`src/design/i2c_master_transaction_engine_top_defines.svh`:
```
// Assertion macros for the I2C transaction engine.
`ifndef I2C_MASTER_TRANSACTION_ENGINE_TOP_DEFINES_SVH
`define I2C_MASTER_TRANSACTION_ENGINE_TOP_DEFINES_SVH
`ifndef NO_ASSERTIONS
`define CHK_IMPL(label, clk, rst, ante, cons, msg) \
  label: assert property (@(posedge clk) disable iff (rst) (ante) |-> (cons)) else $error(msg);
`define CHK_NEXT(label, clk, rst, ante, cons, msg) \
  label: assert property (@(posedge clk) disable iff (rst) (ante) |=> (cons)) else $error(msg);
`else
`define CHK_IMPL(label, clk, rst, ante, cons, msg)
`define CHK_NEXT(label, clk, rst, ante, cons, msg)
`endif
`endif

```
`src/design/i2cm_pkg.sv`:
```
// Shared types and constants of the I2C transaction engine.
`default_nettype none
package i2cm_pkg;
  localparam int unsigned DEFAULT_MAX_BYTES = 255;
  localparam logic [15:0] BIT_WAIT_RESET = 16'd75;

  typedef enum logic [1:0] {
    OP_TICK  = 2'd0,
    OP_WRITE = 2'd1,
    OP_READ  = 2'd2,
    OP_DATA  = 2'd3
  } op_t;

  typedef enum logic [1:0] {
    ST_OK       = 2'd0,
    ST_ARB_LOST = 2'd1,
    ST_ADDR_NAK = 2'd2,
    ST_DATA_NAK = 2'd3
  } status_t;

  typedef struct packed {
    logic [1:0] op;
    logic [6:0] target_address;
    logic [7:0] byte_count;
    logic       restart_req;
    logic [7:0] write_data;
    logic       sda_in;
    logic       scl_in;
  } in_item_t;

  typedef struct packed {
    logic       scl_drive_low;
    logic       sda_drive_low;
    logic       busy_res;
    logic       want_data;
    logic [7:0] read_data;
    logic       read_valid;
    logic       done_res;
    logic [1:0] status;
  } out_item_t;

  // Classified item handed from the front to the back.
  typedef struct packed {
    logic       is_begin;
    logic       is_read;
    logic       is_data;
    logic [6:0] target_address;
    logic [7:0] byte_count;
    logic       restart_req;
    logic [7:0] write_data;
    logic       sda_in;
    logic       scl_in;
  } cmd_t;
endpackage
`default_nettype wire

```
`src/design/i2cm_if.sv`:
```
// Valid/ready channel interfaces for input and result items.
`default_nettype none
interface i2cm_in_if;
  logic valid;
  logic ready;
  i2cm_pkg::in_item_t data;
  modport source (output valid, output data, input ready);
  modport sink (input valid, input data, output ready);
endinterface

interface i2cm_out_if;
  logic valid;
  logic ready;
  i2cm_pkg::out_item_t data;
  modport source (output valid, output data, input ready);
  modport sink (input valid, input data, output ready);
endinterface
`default_nettype wire

```
`src/design/i2cm_front.sv`:
```
// Front end: accepts items, decodes the op and queues classified commands.
`default_nettype none
module i2cm_front (
  input  wire logic clk,
  input  wire logic rst,
  i2cm_in_if.sink   in_ch,
  output i2cm_pkg::cmd_t cmd,
  output logic      cmd_valid,
  input  wire logic cmd_ready
);
  import i2cm_pkg::*;

  // Two-entry queue between decode and the bus engine.
  cmd_t       q [2];
  logic       wr_ptr;
  logic       rd_ptr;
  logic [1:0] fill;
  cmd_t       dec;
  logic       push;
  logic       pop;

  always_comb begin
    dec.is_begin       = (in_ch.data.op == OP_WRITE) || (in_ch.data.op == OP_READ);
    dec.is_read        = (in_ch.data.op == OP_READ);
    dec.is_data        = (in_ch.data.op == OP_DATA);
    dec.target_address = in_ch.data.target_address;
    dec.byte_count     = in_ch.data.byte_count;
    dec.restart_req    = in_ch.data.restart_req;
    dec.write_data     = in_ch.data.write_data;
    dec.sda_in         = in_ch.data.sda_in;
    dec.scl_in         = in_ch.data.scl_in;
  end

  assign in_ch.ready = (fill != 2'd2);
  assign push = in_ch.valid && in_ch.ready;
  assign cmd_valid = (fill != 2'd0);
  assign pop = cmd_valid && cmd_ready;
  assign cmd = q[rd_ptr];

  always_ff @(posedge clk) begin
    if (push) begin
      q[wr_ptr] <= dec;
    end
  end

  always_ff @(posedge clk) begin
    if (rst) begin
      wr_ptr <= 1'b0;
      rd_ptr <= 1'b0;
      fill <= 2'd0;
    end else begin
      if (push) wr_ptr <= ~wr_ptr;
      if (pop) rd_ptr <= ~rd_ptr;
      fill <= fill + {1'b0, push} - {1'b0, pop};
    end
  end
endmodule
`default_nettype wire

```
`src/design/i2cm_back.sv`:
```
// Back end: the bit-level bus engine and its result register.
`default_nettype none
module i2cm_back #(
  parameter int unsigned MAX_BYTES = i2cm_pkg::DEFAULT_MAX_BYTES
) (
  input  wire logic        clk,
  input  wire logic        rst,
  input  wire logic        cfg_we,
  input  wire logic [15:0] cfg_wdata,
  input  wire i2cm_pkg::cmd_t cmd,
  input  wire logic        cmd_valid,
  output logic             cmd_ready,
  i2cm_out_if.source       out_ch
);
  import i2cm_pkg::*;

  localparam int unsigned BLW = (MAX_BYTES > 1) ? $clog2(MAX_BYTES + 1) : 1;
  localparam int unsigned CLIPW = (BLW > 8) ? BLW : 8;

  typedef enum logic [4:0] {
    PH_IDLE = 5'd0, PH_A1 = 5'd1, PH_A2 = 5'd2, PH_A3 = 5'd3,
    PH_W1 = 5'd5, PH_W2 = 5'd6, PH_W3 = 5'd7,
    PH_R1 = 5'd9, PH_R2 = 5'd10, PH_R3 = 5'd11,
    PH_START = 5'd12, PH_WAITD = 5'd13, PH_STOP1 = 5'd14, PH_STOP2 = 5'd15,
    PH_STOP3 = 5'd16, PH_RS1 = 5'd17, PH_RS2 = 5'd18
  } phase_t;

  phase_t          phase, phase_next;
  logic [15:0]     bit_wait;
  logic [15:0]     tick_count, tick_next;
  logic [3:0]      bit_index, bit_next;
  logic [7:0]      shift_byte, shift_next;
  logic [BLW-1:0]  bytes_left, bytes_next;
  logic            is_read, is_read_next;
  logic            restart, restart_next;
  logic [1:0]      code, code_next;
  logic            scl_low, scl_next;
  logic            sda_low, sda_next;
  logic [7:0]      rdata;
  logic            rvalid, done;
  logic [15:0]     tick_inc;
  logic [15:0]     half;
  logic            step;
  logic            sbit;
  logic [CLIPW-1:0] cnt_wide;
  logic [BLW-1:0]  cnt_clip;

  assign tick_inc = tick_count + 16'd1;
  assign half = {1'b0, bit_wait[15:1]};
  assign cmd_ready = !out_ch.valid || out_ch.ready;
  assign step = cmd_valid && cmd_ready;
  assign cnt_wide = CLIPW'(cmd.byte_count);
  assign cnt_clip = (cnt_wide > CLIPW'(MAX_BYTES)) ? BLW'(MAX_BYTES) : BLW'(cnt_wide);

  always_comb begin
    unique case (phase)
      PH_R1, PH_R2, PH_R3: sbit = (bit_index < 4'd8) ? 1'b1 : !(bytes_left > BLW'(1));
      default:             sbit = (bit_index < 4'd8) ? shift_byte[7] : 1'b1;
    endcase
  end

  // Closing sequence after a transaction: stop, or repeated-start preparation.
  function automatic phase_t end_phase(input logic [1:0] c, input logic rs);
    end_phase = (c == ST_OK && rs) ? PH_RS1 : PH_STOP1;
  endfunction

  always_comb begin
    phase_next = phase; tick_next = tick_count; bit_next = bit_index;
    shift_next = shift_byte; bytes_next = bytes_left; is_read_next = is_read;
    restart_next = restart; code_next = code; scl_next = scl_low; sda_next = sda_low;
    rdata = 8'd0; rvalid = 1'b0; done = 1'b0;
    unique case (phase)
      PH_A1, PH_W1, PH_R1: begin
        scl_next = 1'b1;
        sda_next = !sbit;
        tick_next = tick_inc;
        if (tick_inc >= bit_wait) phase_next = phase_t'(phase + 5'd1);
      end
      PH_A2, PH_W2, PH_R2: begin
        scl_next = 1'b0;
        if (cmd.scl_in) begin
          if (bit_index < 4'd8) begin
            if (phase != PH_R2 && cmd.sda_in != shift_byte[7]) begin
              sda_next = 1'b0; code_next = ST_ARB_LOST; done = 1'b1;
              phase_next = PH_IDLE; tick_next = '0;
            end else begin
              shift_next = {shift_byte[6:0], cmd.sda_in};
            end
          end else if (phase != PH_R2) begin
            shift_next = {7'd0, cmd.sda_in};
          end
          if (!done) begin
            phase_next = phase_t'(phase + 5'd1); tick_next = '0;
          end
        end
      end
      PH_A3, PH_W3, PH_R3: begin
        if (cmd.scl_in && tick_count < half) begin
          tick_next = tick_inc;
        end else if (bit_index < 4'd8) begin
          bit_next = bit_index + 4'd1; tick_next = '0;
          phase_next = phase_t'(phase - 5'd2);
        end else begin
          bit_next = '0; tick_next = '0;
          if (phase == PH_A3) begin
            if (shift_byte[0]) begin
              code_next = ST_ADDR_NAK; phase_next = PH_STOP1;
            end else if (bytes_left == '0) begin
              code_next = ST_OK; phase_next = end_phase(ST_OK, restart);
            end else if (is_read) begin
              shift_next = '0; phase_next = PH_R1;
            end else begin
              phase_next = PH_WAITD;
            end
          end else if (phase == PH_W3) begin
            if (shift_byte[0]) begin
              code_next = ST_DATA_NAK; phase_next = PH_STOP1;
            end else begin
              bytes_next = bytes_left - BLW'(1);
              if (bytes_left == BLW'(1)) begin
                code_next = ST_OK; phase_next = end_phase(ST_OK, restart);
              end else begin
                phase_next = PH_WAITD;
              end
            end
          end else begin
            rvalid = 1'b1; rdata = shift_byte;
            bytes_next = bytes_left - BLW'(1);
            if (bytes_left == BLW'(1)) begin
              code_next = ST_OK; phase_next = end_phase(ST_OK, restart);
            end else begin
              shift_next = '0; phase_next = PH_R1;
            end
          end
        end
      end
      PH_IDLE: begin
        scl_next = 1'b0; sda_next = 1'b0;
        if (cmd.is_begin) begin
          is_read_next = cmd.is_read; restart_next = cmd.restart_req;
          bytes_next = cnt_clip;
          shift_next = {cmd.target_address, cmd.is_read};
          bit_next = '0; code_next = ST_OK; tick_next = '0;
          sda_next = 1'b1; phase_next = PH_START;
        end
      end
      PH_START: begin
        scl_next = 1'b0; sda_next = 1'b1; tick_next = tick_inc;
        if (tick_inc >= bit_wait) begin
          scl_next = 1'b1; tick_next = '0; phase_next = PH_A1;
        end
      end
      PH_WAITD: begin
        scl_next = 1'b1; sda_next = 1'b0;
        if (cmd.is_data) begin
          shift_next = cmd.write_data; bit_next = '0; tick_next = '0;
          phase_next = PH_W1;
        end
      end
      PH_STOP1: begin
        scl_next = 1'b1; sda_next = 1'b1; tick_next = tick_inc;
        if (tick_inc >= bit_wait) begin tick_next = '0; phase_next = PH_STOP2; end
      end
      PH_STOP2: begin
        scl_next = 1'b0; sda_next = 1'b1; tick_next = tick_inc;
        if (tick_inc >= bit_wait) begin tick_next = '0; phase_next = PH_STOP3; end
      end
      PH_STOP3: begin
        scl_next = 1'b0; sda_next = 1'b0; done = 1'b1;
        phase_next = PH_IDLE; tick_next = '0;
      end
      PH_RS1: begin
        scl_next = 1'b1; sda_next = 1'b0; tick_next = tick_inc;
        if (tick_inc >= bit_wait) begin tick_next = '0; phase_next = PH_RS2; end
      end
      PH_RS2: begin
        scl_next = 1'b0; sda_next = 1'b0; tick_next = tick_inc;
        if (tick_inc >= bit_wait) begin
          done = 1'b1; phase_next = PH_IDLE; tick_next = '0;
        end
      end
      default: begin
        scl_next = 1'b0; sda_next = 1'b0; phase_next = PH_IDLE; tick_next = '0;
      end
    endcase
  end

  always_ff @(posedge clk) begin
    if (rst) begin
      bit_wait <= BIT_WAIT_RESET;
      phase <= PH_IDLE; tick_count <= '0; bit_index <= '0; shift_byte <= '0;
      bytes_left <= '0; is_read <= 1'b0; restart <= 1'b0; code <= ST_OK;
      scl_low <= 1'b0; sda_low <= 1'b0; out_ch.valid <= 1'b0;
    end else begin
      if (cfg_we) bit_wait <= cfg_wdata;
      if (step) begin
        phase <= phase_next; tick_count <= tick_next; bit_index <= bit_next;
        shift_byte <= shift_next; bytes_left <= bytes_next;
        is_read <= is_read_next; restart <= restart_next; code <= code_next;
        scl_low <= scl_next; sda_low <= sda_next;
        out_ch.valid <= 1'b1;
        out_ch.data.scl_drive_low <= scl_next;
        out_ch.data.sda_drive_low <= sda_next;
        out_ch.data.busy_res <= (phase_next != PH_IDLE);
        out_ch.data.want_data <= (phase_next == PH_WAITD);
        out_ch.data.read_data <= rdata;
        out_ch.data.read_valid <= rvalid;
        out_ch.data.done_res <= done;
        out_ch.data.status <= done ? code_next : ST_OK;
      end else if (out_ch.ready) begin
        out_ch.valid <= 1'b0;
      end
    end
  end
endmodule
`default_nettype wire

```
`src/design/i2c_master_transaction_engine_top.sv`:
```
// Top level of the I2C transaction engine: front decode, queue and bus engine.
//   channel  dir  payload
//   in_ch    in   op, address, count, restart flag, write byte, sampled lines
//   out_ch   out  line drives, busy, want_data, read byte, done, status
//   cfg      in   bit_wait_ticks write
// One item per cycle while the queue is not full: each accepted item is one bus
// tick. The engine registers its result on the edge that takes the item from the
// two-entry queue.
// Reset is synchronous and leaves both bus lines released and the engine idle.
// A stalled output holds the engine; the queue keeps taking items until full.
`default_nettype none
`include "i2c_master_transaction_engine_top_defines.svh"
module i2c_master_transaction_engine_top #(
  parameter int unsigned MAX_BYTES = i2cm_pkg::DEFAULT_MAX_BYTES
) (
  input  wire logic        clk,
  input  wire logic        rst,
  i2cm_in_if.sink          in_ch,
  i2cm_out_if.source       out_ch,
  input  wire logic        cfg_we,
  input  wire logic [15:0] cfg_wdata
);
  import i2cm_pkg::*;

  cmd_t cmd;
  logic cmd_valid;
  logic cmd_ready;

  i2cm_front u_front (
    .clk(clk), .rst(rst), .in_ch(in_ch),
    .cmd(cmd), .cmd_valid(cmd_valid), .cmd_ready(cmd_ready)
  );

  i2cm_back #(.MAX_BYTES(MAX_BYTES)) u_back (
    .clk(clk), .rst(rst), .cfg_we(cfg_we), .cfg_wdata(cfg_wdata),
    .cmd(cmd), .cmd_valid(cmd_valid), .cmd_ready(cmd_ready), .out_ch(out_ch)
  );

  `CHK_IMPL(a_status_only_done, clk, rst, out_ch.valid && !out_ch.data.done_res, out_ch.data.status == ST_OK, "status without done")
  `CHK_IMPL(a_want_busy, clk, rst, out_ch.valid && out_ch.data.want_data, out_ch.data.busy_res, "want_data while idle")
  `CHK_NEXT(a_step_result, clk, rst, cmd_valid && cmd_ready, out_ch.valid, "command without result")
endmodule
`default_nettype wire
```
`src/flat_wrapper.sv`:
```
// flat-port wrapper written by rule: the top's interface ports become plain ports
module i2c_master_transaction_engine_top_flat import i2cm_pkg::*;
#(
  parameter int unsigned MAX_BYTES = i2cm_pkg::DEFAULT_MAX_BYTES
)
  (clk, rst, cfg_we, cfg_wdata, in_ch_valid, in_ch_data, in_ch_ready, out_ch_valid, out_ch_data, out_ch_ready);
  i2cm_in_if in_ch_i ();
  i2cm_out_if out_ch_i ();
  input  wire logic clk;
  input  wire logic rst;
  input  wire logic cfg_we;
  input  wire logic [15:0] cfg_wdata;
  input wire logic [$bits(in_ch_i.valid)-1:0] in_ch_valid;
  input wire logic [$bits(in_ch_i.data)-1:0] in_ch_data;
  output wire logic [$bits(in_ch_i.ready)-1:0] in_ch_ready;
  output wire logic [$bits(out_ch_i.valid)-1:0] out_ch_valid;
  output wire logic [$bits(out_ch_i.data)-1:0] out_ch_data;
  input wire logic [$bits(out_ch_i.ready)-1:0] out_ch_ready;
  assign in_ch_i.valid = in_ch_valid;
  assign in_ch_i.data = in_ch_data;
  assign in_ch_ready = in_ch_i.ready;
  assign out_ch_valid = out_ch_i.valid;
  assign out_ch_data = out_ch_i.data;
  assign out_ch_i.ready = out_ch_ready;
  i2c_master_transaction_engine_top #(.MAX_BYTES(MAX_BYTES)) u_core (.clk(clk), .rst(rst), .in_ch(in_ch_i), .out_ch(out_ch_i), .cfg_we(cfg_we), .cfg_wdata(cfg_wdata));
endmodule
```
`config.mk`:
```
export PLATFORM = sky130hd
export DESIGN_NAME = i2c_master_transaction_engine_top_flat
export DESIGN_NICKNAME = d
export VERILOG_FILES = /design/src/design/i2cm_pkg.sv /design/src/design/i2cm_if.sv /design/src/design/i2cm_front.sv /design/src/design/i2cm_back.sv /design/src/design/i2c_master_transaction_engine_top.sv /design/src/flat_wrapper.sv
export VERILOG_INCLUDE_DIRS = /design/src /design/src/design
export SDC_FILE = /design/constraint.sdc
export NUM_CORES = 1
export LEC_CHECK = 0
export BUFFER_PORTS_ARGS = -buffer_cell sky130_fd_sc_hd__buf_2
export CAP_MARGIN = 20
export CELL_PAD_IN_SITES_DETAIL_PLACEMENT = 0
export CELL_PAD_IN_SITES_GLOBAL_PLACEMENT = 1
export CORE_ASPECT_RATIO = 2
export CORE_MARGIN = 5
export CORE_UTILIZATION = 35
export CTS_CLUSTER_DIAMETER = 80
export DETAILED_ROUTE_END_ITERATION = 10
export HOLD_SLACK_MARGIN = 0.05
export PLACE_DENSITY = 0.71
export SLEW_MARGIN = 20
export SYNTH_ARGS = -nofsm -noshare
export SYNTH_HDL_FRONTEND = slang
export SYNTH_SLANG_ARGS = --single-unit
```
`constraint.sdc`:
```
create_clock -name clk -period 6.15 [get_ports clk]
set_clock_uncertainty 0.2 [all_clocks]
set_input_delay 1.23 -clock clk [delete_from_list [all_inputs] [get_ports clk]]
set_output_delay 1.23 -clock clk [all_outputs]
set_load 0.02 [all_outputs]
```
Yosys cells after proc, flatten, opt, wreduce, memory -nomap -nowiden. Memories as Yosys holds them, arrays and structs flattened. A register that Yosys moved wholly into a read port is not among the register bits. Cells that the tools add are included.

Add/subtract/negate cells: 7. $lt $le $gt $ge: 5. Equality and inequality tests: 40. Multiplexer cells: 97. Bitwise gates (word level): 4. Reductions and logical operators: 33.

Operators by type and width (number): two-way mux 8 bit (21); two-way mux 16 bit (8); two-way mux 5 bit (22); one-hot mux 16 bit (6 select lines) (1); one-hot mux 5 bit (10 select lines) (1); == test 5 x 4 -> 1 bit, second input constant (8); one-hot mux 8 bit (4 select lines) (1); != test 3 bit, second input constant (10); two-way mux 2 bit (12); two-way mux 1 bit (20); adder 16 x 1 -> 16 bit, second input constant (1); >= comparator 16 bit (1); < comparator 16 x 15 -> 1 bit (1); two-way mux 4 bit (4); one-hot mux 8 bit (2 select lines) (1); == test 5 x 3 -> 1 bit, second input constant (3); == test 5 bit, second input constant (3); OR reduction 3 bit (5); AND reduction 14 bit (1); one-hot mux 4 bit (3 select lines) (1); AND reduction 11 bit (1); == test 5 x 2 -> 1 bit, second input constant (2); != test 2 bit, second input constant (5); OR reduction 5 bit (2); other kinds (37) (51).

Bits in registers: 84. RAM bits: 58. Input bits: 49. Output and inout port bits: 18. Logic and storage cells: 211. Memories: 1.

Memories: u_core.u_front.q (words 2, bits a word 29, rd ports 1, clocked after memory_dff 1, write ports 1, RTL line i2cm_front.sv:14) `cmd_t q [2];`.

Depth between registers and ports, before layout. Gate-level depths: netlist of run 1.

Word-level depth: 10. Gate-level depth with buffers: 19. Mapped depth without buffers: 18.

Modules after synthesis. From an unflattened synthesis of run 1, not the netlist that was laid out.

Cell total of the unflattened synthesis: 779. Area, all modules: 7860.0 µm².

By module, submodules not included: i2cm_back (instances 1, cells an instance 656, area an instance 5481.5 µm², sequential area each 1761.7 µm²); i2cm_front (instances 1, cells an instance 123, area an instance 2378.5 µm², sequential area each 1841.8 µm²).

Worst setup path after synthesis of run 1. Ideal clock, no wire load.

Path type: register to register. From: reg u_core.u_back.tick_count[0]. To: reg u_core.u_back.out_ch.data[13] (netlist name). Library setup time: 0.280 ns. Arrival: 3.856 ns. Data required time: 5.670 ns. Path slack: 1.814 ns. Cell stages (with the launch flop): 19. Buffers on the path: 1. Clock period less this slack: 4.336 ns. Cells stage by stage: dfxtp_1 -> ha_1 -> and3_1 -> and3_1 -> clkbuf_1 -> nand3_1 -> nor2_1 -> xor2_1 -> ha_1 -> nand4_1 -> nor2_1 -> o2111ai_1 -> o211ai_1 -> clkinv_1 -> ha_1 -> a222oi_1 -> o211a_1 -> and3_1 -> nand3_1.

Cells in the longest elaborated chain, start to end: 5. Elaborated cells on any way between the ends: 13. Classes of those cells: add/sub: 1; order compare: 2; mux: 8; reduce/logical: 2.

RTL lines: start, declared (RTL line i2cm_back.sv:30) `logic [15:0] tick_count, tick_next;`; start signal, assigned (RTL line i2cm_back.sv:197) `phase <= phase_next; tick_count <= tick_next; bit_index <= bit_next;`; adder 16 x 1 -> 16 bit / < comparator 16 x 15 -> 1 bit (equally long branches) (RTL line i2cm_back.sv:48, i2cm_back.sv:98); >= comparator 16 bit / logical AND 1 bit (equally long branches); two-way mux 5 bit, or another cell as far along (RTL line i2cm_back.sv:178) `if (tick_inc >= bit_wait) begin`; one-hot mux 5 bit (10 select lines) * (RTL line i2cm_back.sv:72) `unique case (phase)`; nonzero test 5 bit * (RTL line i2cm_back.sv:204) `out_ch.data.busy_res <= (phase_next != PH_IDLE);`.

Every way passes the cells marked *; elsewhere a longest branch is shown, timed or not. A chain may end at the register's enable or synchronous reset.

Worst setup path after layout of run 1.
From: reg u_core.u_back.tick_count[2]. To: reg u_core.u_back.out_ch.data[13] (netlist name).

Cells in the longest elaborated chain, start to end: 5. Elaborated cells on any way between the ends: 13. Classes of those cells: add/sub: 1; order compare: 2; mux: 8; reduce/logical: 2.

RTL lines (RTL line): adder 16 x 1 -> 16 bit / < comparator 16 x 15 -> 1 bit (equally long branches) (i2cm_back.sv:48, i2cm_back.sv:98); >= comparator 16 bit / logical AND 1 bit (equally long branches); two-way mux 5 bit, or another cell as far along (i2cm_back.sv:178); one-hot mux 5 bit (10 select lines) * (i2cm_back.sv:72); nonzero test 5 bit * (i2cm_back.sv:204).

Marks and branches as above.

==> results.json, run 1 <==
{
  "critical_r2r_launch": "u_core.u_back.tick_count[2]$_SDFFE_PP0P_",
  "io-pin-count": 67,
  "cts_tree": "built",
  "post-route-period-util_pct": 77.4,
  "fin_area_um2": 8850,
  "drt_iter0_drcs": 261,
  "total_leakage_power_uw": 0.00345,
  "unrepaired_setup_endpoints_after_global_routing": "false",
  "ys.flop_type": "sky130_fd_sc_hd__edfxtp_1",
  "post_synthesis_instance_area_um2": 7650,
  "synth-edff-count": 74,
  "htreeDepth": 4,
  "cap_viol_max_count": 0,
  "timing.setup.tns_ns": 0,
  "post_synth.cell_area_avg_um2": 9.81,
  "die-area_um2": 25100,
  "place.detailed.hpwl_um": 15300,
  "run_status": "finished, final reports clean",
  "pwr_density_cell_nw_per_um2": 445,
  "reg2reg_to": "u_core.u_back.out_ch.data[13]$_DFFE_PP_",
  "final_weighted_congestion_of_routability_driven_global_placement": 0.952,
  "synth.yosys.seq_area_share_pct": 47.1,
  "final_layout_size_suffix_gt1_share_pct": 14.5,
  "hold_path.class": "reg2reg",
  "setup_viol": 0,
  "clock_tree.buffer_depth": 2,
  "grt_usage_pct": 17.1,
  "antenna_cells_inserted": 0,
  "min_delay_path_depth": 2,
  "clock.fmax_mhz": 210,
  "fp.dieW_um": 115,
  "drt_pre_antenna_iters": 5,
  "cts.repair_timing.setup_buffer_count": 0,
  "synth.net_count": 876,
  "critPathLaunchType": "flip-flop",
  "worst_setup_hold_path_clk_slew_ns": 0.06,
  "fp-row-count": 76,
  "grt_first_pass_wirelength_um": 32700,
  "start_util_pct": 35.4,
  "synth.yosys.warnings": 0,
  "worst_r2r_path_depth": 18,
  "detail_route.drc_violations": 0,
  "postPlaceCellArea_um2": 8230,
  "final.fill_count": 2095,
  "terminating_pin_of_the_worst_hold_path": "u_core.u_back.bytes_left[7]$_SDFFE_PP0P_",
  "criticalPathCategory": "reg2reg",
  "final_antenna_net_count": 0,
  "fp.coreArea_um2": 21600,
  "ctsResizeCount": 0,
  "timing.max_slew.rel_slack_pct": 33.2,
  "synth-seq-cells": 143,
  "dieHeight_um": 219,
  "design.final.nets": 930,
  "worst_slew_pin_slew_ns": 0.999,
  "avgRoutedWirePerCell_um": 18.2,
  "overflow_after_grt": 0,
  "cts-root-buf": "sky130_fd_sc_hd__clkbuf_16",
  "syn_inst": 780,
  "design_power_total_uw": 3940,
  "final_hold_viol_count": 0,
  "antenna_violations_before_repair": 0,
  "worstPathArrival_ns": 4.69,
  "numCtsBuffers": 17,
  "hold_path.startpoint": "u_core.u_back.bytes_left[7]$_SDFFE_PP0P_",
  "vdd_ir_drop_max_mv": 0.312,
  "cts_hold_buffers": 0,
  "critical_path.max_fanout": 9,
  "final.min_clock_period_ns": 4.76,
  "pin_count_of_the_biggest_net_entering_global_routing": 62,
  "clock-sinks": 143,
  "critical_path_required_ns": 6.08,
  "area_delta_synth_final_pct": 15.7,
  "routed-via-count": 6064,
  "rrSetupSlack_ns": 1.39,
  "grt_pass1_vias": 6287,
  "io_buffer_count": 66,
  "routed_wl_um": 20400,
  "slew_viol_final": 0,
  "clk-insertion-delay-late_ns": 0.44,
  "asyncSetResetFlopFracSynth_pct": 0,
  "synthDistinctLibCells": 65,
  "worst_setup_path_end_kind": "flip-flop",
  "routed_via_density": 5.41
}
==> state kept, by name, summed over array words and instances (netlist names), named ones only <==
signal / count
u_core.u_back.out_ch.valid: 1
u_core.u_back.scl_low: 1
u_core.u_back.out_ch.data: 16
u_core.u_back.phase: 5
u_core.u_back.tick_count: 16
u_core.u_front.wr_ptr: 1
u_core.u_back.sda_low: 1
u_core.u_back.bit_wait: 16
u_core.u_front.rd_ptr: 1
u_core.u_front.q: 58
u_core.u_back.bytes_left: 8
u_core.u_back.shift_byte: 8
u_core.u_back.restart: 1
u_core.u_front.fill: 2
u_core.u_back.bit_index: 4
u_core.u_back.is_read: 1
u_core.u_back.code: 2
==> worst max-delay path: stages, from the launching register on <==
cell and delay (ns):
sky130_fd_sc_hd__dfxtp_1 0.42, sky130_fd_sc_hd__and3_1 0.27, sky130_fd_sc_hd__and3_1 0.27, sky130_fd_sc_hd__nand3_1 0.26
sky130_fd_sc_hd__nor2_1 0.27, sky130_fd_sc_hd__nand3_1 0.12, sky130_fd_sc_hd__xnor2_1 0.17, sky130_fd_sc_hd__ha_1 0.30
sky130_fd_sc_hd__nand4_1 0.12, sky130_fd_sc_hd__nor2_1 0.12, sky130_fd_sc_hd__o2111ai_1 0.11, sky130_fd_sc_hd__o211ai_1 0.20
sky130_fd_sc_hd__buf_4 0.19, sky130_fd_sc_hd__clkinv_1 0.27, sky130_fd_sc_hd__ha_1 0.37, sky130_fd_sc_hd__a222oi_1 0.29
sky130_fd_sc_hd__o211a_1 0.24, sky130_fd_sc_hd__and3_1 0.18, sky130_fd_sc_hd__nand3_1 0.08
==> area by class of cell <==
| class | instances | area (um2) | area share [%] |
|---|---|---|---|
| multi-input cells | 559 | 3740 | 42.2 |
| clock buffers | 20 | 437 | 4.93 |
| clock inverters | 12 | 186 | 2.11 |
| well taps | 273 | 342 | 3.86 |
| repair buffers | 77 | 413 | 4.66 |
| inverters | 36 | 135 | 1.53 |
| flip-flops and latches | 143 | 3600 | 40.7 |
==> cell usage after synthesis (all sizes together), types with 3 or more instances <==
cell | number | area share [%]
a211o | 3 | 0.34
a211oi | 14 | 1.4
a21o | 3 | 0.29
a21oi | 62 | 4.1
a22oi | 3 | 0.29
a31oi | 6 | 0.49
and2 | 14 | 1.1
and3 | 12 | 0.98
buf | 14 | 1.0
clkbuf | 28 | 1.4
dfxtp | 69 | 18
edfxtp | 74 | 29
ha | 47 | 7.7
inv | 35 | 1.7
mux2i | 47 | 6.1
nand2 | 66 | 3.2
nand2b | 11 | 0.90
nand3 | 33 | 2.2
nand3b | 6 | 0.59
nand4 | 8 | 0.65
nor2 | 73 | 3.6
nor2b | 5 | 0.41
nor3 | 12 | 0.93
nor3b | 4 | 0.39
nor4 | 4 | 0.41
o2111ai | 5 | 0.57
o211ai | 9 | 0.88
o21a | 3 | 0.29
o21ai | 39 | 2.6
o22ai | 9 | 0.74
o311a | 3 | 0.39
o31ai | 3 | 0.29
or2 | 4 | 0.33
or4 | 3 | 0.29
xnor2 | 10 | 1.1
xor2 | 11 | 1.3
==> report_power, final <==
part / switching, uW / total [uW] / internal, uW
Combinational: 971 / 1480 / 509
Sequential: 164 / 1370 / 1200
Clock: 412 / 1100 / 683
Total: 1550 / 3940 / 2390
==> routing by layer <==
layer  global-route usage [%]  vias up  part of all wire, %
li1                         -     2958                    -
met5                        0        -                    0
met1                     15.9     2898                   34
met2                     32.0      141                   56
met3                     3.34       67                  3.7
met4                     12.3        0                  6.7
==> worst max path at each step <==
stage / startpoint / to / cells after the start
6_report: u_core.u_back.tick_count[2]$_SDFFE_PP0P_ / u_core.u_back.out_ch.data[13]$_DFFE_PP_ / 18
5_1_grt: u_core.u_back.tick_count[2]$_SDFFE_PP0P_ / u_core.u_back.out_ch.data[13]$_DFFE_PP_ / 18
4_1_cts: u_core.u_back.tick_count[2]$_SDFFE_PP0P_ / u_core.u_back.out_ch.data[13]$_DFFE_PP_ / 18
3_5_place_dp: u_core.u_back.tick_count[2]$_SDFFE_PP0P_ / u_core.u_back.out_ch.data[13]$_DFFE_PP_ / 18
3_3_place_gp: u_core.u_back.tick_count[2]$_SDFFE_PP0P_ / u_core.u_back.out_ch.data[13]$_DFFE_PP_ / 18
2_1_floorplan: u_core.u_back.tick_count[0]$_SDFFE_PP0P_ / u_core.u_back.out_ch.data[13]$_DFFE_PP_ / 18
==> cell families (layout without fill, tap and decap cells) <==
kind of cell | count (synthesis) | after routing | synth area share, %
and+or+nand+nor | 261 | 261 | 16.9
buffers and inverters | 78 | 145 | 4.19
xor gates and xnor gates | 21 | 21 | 2.40
DFF | 143 | 143 | 47.1
adders and majority gates | 47 | 47 | 7.69
muxes | 49 | 49 | 6.44
AOI/OAI and AO/OA | 181 | 181 | 15.2
==> stage by stage <==
step | hold slack [ns] | setup WS, ns | util [%] | cells
finish | 0.284 | 1.39 | 41.0 | 1120
global route | 0.306 | 1.05 | 41.0 | 1120
CTS | 0.285 | 1.37 | 41.0 | 1120
detailed placement | 0.275 | 1.48 | 38.1 | 1088
global placement | 0.266 | 1.57 | 38.1 | 1088
floorplan | 0.249 | 1.81 | - | 780
==> cell usage in the layout (no fill, tap or decap), drive strengths merged, types with 14 or more instances in the layout <==
master	n
nand2	66
nor2	73
a211oi	14
and2	14
nand3	33
clkbuf	20
buf	77
ha	47
dfxtp	69
inv	38
o21ai	39
mux2i	47
a21oi	62
edfxtp	74
Note: power is estimated with default switching activity, not from simulation.
==> run 2, diff against run 1 <==
--- a/config.mk
+++ b/config.mk
@@ -16,7 +16,7 @@
 export CTS_CLUSTER_DIAMETER = 80
 export DETAILED_ROUTE_END_ITERATION = 10
 export HOLD_SLACK_MARGIN = 0.05
-export PLACE_DENSITY = 0.71
+export PLACE_DENSITY = 0.73
 export SLEW_MARGIN = 20
 export SYNTH_ARGS = -nofsm -noshare
 export SYNTH_HDL_FRONTEND = slang
==> constraint.sdc (replaced) <==
create_clock -name clk -period 3.9 [get_ports clk]
set_clock_uncertainty 0.2 [all_clocks]
set_input_delay 0.78 -clock clk [delete_from_list [all_inputs] [get_ports clk]]
set_output_delay 0.78 -clock clk [all_outputs]
set_load 0.02 [all_outputs]
==> run 2 against run 1 <==
  * Non-clock buffer count increased by 38
  * Sequential power grew 57%
  * Clock power up 60%
  * Flip-flop and latch count stayed put
  * Wire length up 0.42%
  * Cell count rose by 3.4%
  * Count of clock-buffer cells in the layout is 1 lower
  * First-iteration DRC count increased by 11%
  * Largest cell class unchanged
==> results.json, run 2 (synthesis gave the netlist of run 1 again) <==
{
  "slew_viol_final": 0,
  "cts_hold_buffers": 0,
  "cap_viol_max_count": 0,
  "io_buffer_count": 66,
  "area_delta_synth_final_pct": 21.3,
  "critPathLaunchType": "flip-flop",
  "start_util_pct": 35.4,
  "place.detailed.hpwl_um": 15700,
  "design.final.nets": 968,
  "detail_route.drc_violations": 0,
  "routed_wl_um": 20500,
  "critical_path.max_fanout": 5,
  "pwr_density_cell_nw_per_um2": 690,
  "final_hold_viol_count": 0,
  "total_leakage_power_uw": 0.00366,
  "cts_tree": "built",
  "fp.coreArea_um2": 21600,
  "vdd_ir_drop_max_mv": 0.535,
  "clock-sinks": 143,
  "clk-insertion-delay-late_ns": 0.43,
  "drt_pre_antenna_iters": 5,
  "dieHeight_um": 219,
  "clock.fmax_mhz": 259,
  "final_weighted_congestion_of_routability_driven_global_placement": 0.961,
  "criticalPathCategory": "reg2reg",
  "antenna_cells_inserted": 0,
  "avgRoutedWirePerCell_um": 17.7,
  "cts-root-buf": "sky130_fd_sc_hd__clkbuf_16",
  "largest-register": "u_core.u_front.q",
  "grt_first_pass_wirelength_um": 32600,
  "hold_path.class": "reg2reg",
  "power.clock.fraction_pct": 27.5,
  "htreeDepth": 4,
  "die-area_um2": 25100,
  "final.min_clock_period_ns": 3.86,
  "internal_power_uw": 3930,
  "critical_path_required_ns": 3.88,
  "post-route-period-util_pct": 99.0,
  "dp_cells": 1115,
  "power.sequential.fraction_pct": 33.6,
  "final_cell_utilization_of_the_core_pct": 43.0,
  "worstPathArrival_ns": 3.84,
  "antenna_violations_before_repair": 0,
  "routed-via-count": 6138,
  "cp_cell_sequence": "and3_4 > and3_4 > nand3_4 > nor2_4 > nand3_2 > xnor2_2 > ha_1 > nand4_1 > nor2_1 > o2111ai_1 > o211ai_1 > clkinv_2 > ha_4 > a222oi_1 > o211a_1 > and3_4 > nand3_2",
  "routed_via_density": 5.30,
  "clock_tree.buffer_depth": 2,
  "final_antenna_net_count": 0,
  "final_layout_size_suffix_gt1_share_pct": 20.8,
  "largest_reg_flops": 58,
  "numCtsBuffers": 17,
  "fp.dieW_um": 115,
  "power_switching_share_pct": 38.5,
  "fp-row-count": 76,
  "fin_hold_ws_ns": 0.285,
  "layout.cells.most_common": "sky130_fd_sc_hd__edfxtp_1",
  "crit_path_max_incr_delay_ns": 0.39,
  "worst_setup_path_end_kind": "flip-flop",
  "setup_viol": 0,
  "grt_usage_pct": 17.1,
  "run_status": "finished, final reports clean",
  "critical-path-top-cell-by-count": "sky130_fd_sc_hd__and3_4",
  "unrepaired_setup_endpoints_after_global_routing": "true",
  "postLayoutSetupSlackWorst_ns": 0.0409,
  "pin_count_of_the_biggest_net_entering_global_routing": 40,
  "power.net_switching_uw": 2470,
  "placement.setup.worst_slack_ns": -0.0826,
  "timing.max_slew.rel_slack_pct": 44.4,
  "io-pin-count": 67,
  "power_frac_comb_pct": 38.9,
  "overflow_after_grt": 0,
  "mostFrequentLayoutCells": "74 x sky130_fd_sc_hd__edfxtp_1, 69 x sky130_fd_sc_hd__nor2_1, 66 x sky130_fd_sc_hd__buf_2, 65 x sky130_fd_sc_hd__nand2_1, 65 x sky130_fd_sc_hd__dfxtp_1",
  "grt_pass1_vias": 6472,
  "critPathSlowestCell": "sky130_fd_sc_hd__dfxtp_4",
  "worst_slew_pin_slew_ns": 0.826,
  "stdcell_count": 1158,
  "drt_iter0_drcs": 291,
  "worst_setup_hold_path_clk_slew_ns": 0.06
}
## run 2: cell count changes in the layout (fill, tap and decap cells not counted), moves of 3 or more
| cell | delta |
|---|---|
| sky130_fd_sc_hd__buf_4 | +38 |
| sky130_fd_sc_hd__nor2_1 | -3 |
| sky130_fd_sc_hd__and3_1 | -6 |
| sky130_fd_sc_hd__nand3_2 | +3 |
| sky130_fd_sc_hd__dfxtp_1 | -3 |
| sky130_fd_sc_hd__nand3_1 | -4 |
| sky130_fd_sc_hd__and3_4 | +6 |
## run 2: layout make-up
type                    instances  area (um2)
flip-flops and latches        143        3610
clock buffers                  19         443
inverters                      36         136
well taps                     273         342
repair buffers                115         698
fillers                      2087       12300
clock inverters                13         200
multi-input cells             559        3850
## run 2: final timing paths
kind | start | end | slack, ns | depth (start not counted)
worst max-delay path | u_core.u_back.tick_count[0]$_SDFFE_PP0P_ | u_core.u_back.out_ch.data[13]$_DFFE_PP_ | 0.04 | 17
worst min register to register | u_core.u_back.out_ch.valid$_SDFFE_PP0P_ | u_core.u_back.out_ch.valid$_SDFFE_PP0P_ | 0.28 | 2
worst min-delay path | u_core.u_back.out_ch.valid$_SDFFE_PP0P_ | u_core.u_back.out_ch.valid$_SDFFE_PP0P_ | 0.28 | 2
worst max register to register | u_core.u_back.tick_count[0]$_SDFFE_PP0P_ | u_core.u_back.out_ch.data[13]$_DFFE_PP_ | 0.04 | 17
## run 2: power groups by stage
stage,combinational [uW],sequential [uW],clock (uW)
floorplan,1710,2090,0
global placement,2450,2180,0
detailed placement,2470,2180,0
CTS,2490,2150,1820
global route,2740,2180,1870
finish,2490,2150,1760
## run 2: critical path, delay by kind of cell, from the launching register on
family | cells | cell delay (ns)
AO/OA/AOI/OAI | 4 | 0.97
XOR/XNOR | 1 | 0.17
adder cells (fa/ha/maj) | 2 | 0.53
buffers and inverters | 1 | 0.17
flip-flops | 1 | 0.39
AND/OR/NAND/NOR | 9 | 1.19
## run 2: stage by stage
step	instance area, um2	power [uW]	setup TNS, ns
final	9280	6400	0
after CTS	9190	6450	0
after global routing	9280	6790	-0.245
after detailed placement	8510	4650	-0.0826
after global placement	8510	4630	-0.00496
after floorplan	7740	3800	-0.139
## run 2: layer usage
layer | GRT usage, % | vias to the layer above | routed length, um
li1 | - | 3040 | -
met4 | 13.0 | 0 | 1400
met1 | 15.1 | 2897 | 6860
met5 | 0 | - | 0
met2 | 32.9 | 134 | 11700
met3 | 2.98 | 67 | 589
## run 2: what timing repair did
action,4_1_cts,5_1_grt
pin swaps,4,18
endpoints found under the setup margin,1,11
resized for setup,2,10
cloned,0,0
setup buffers,4,7
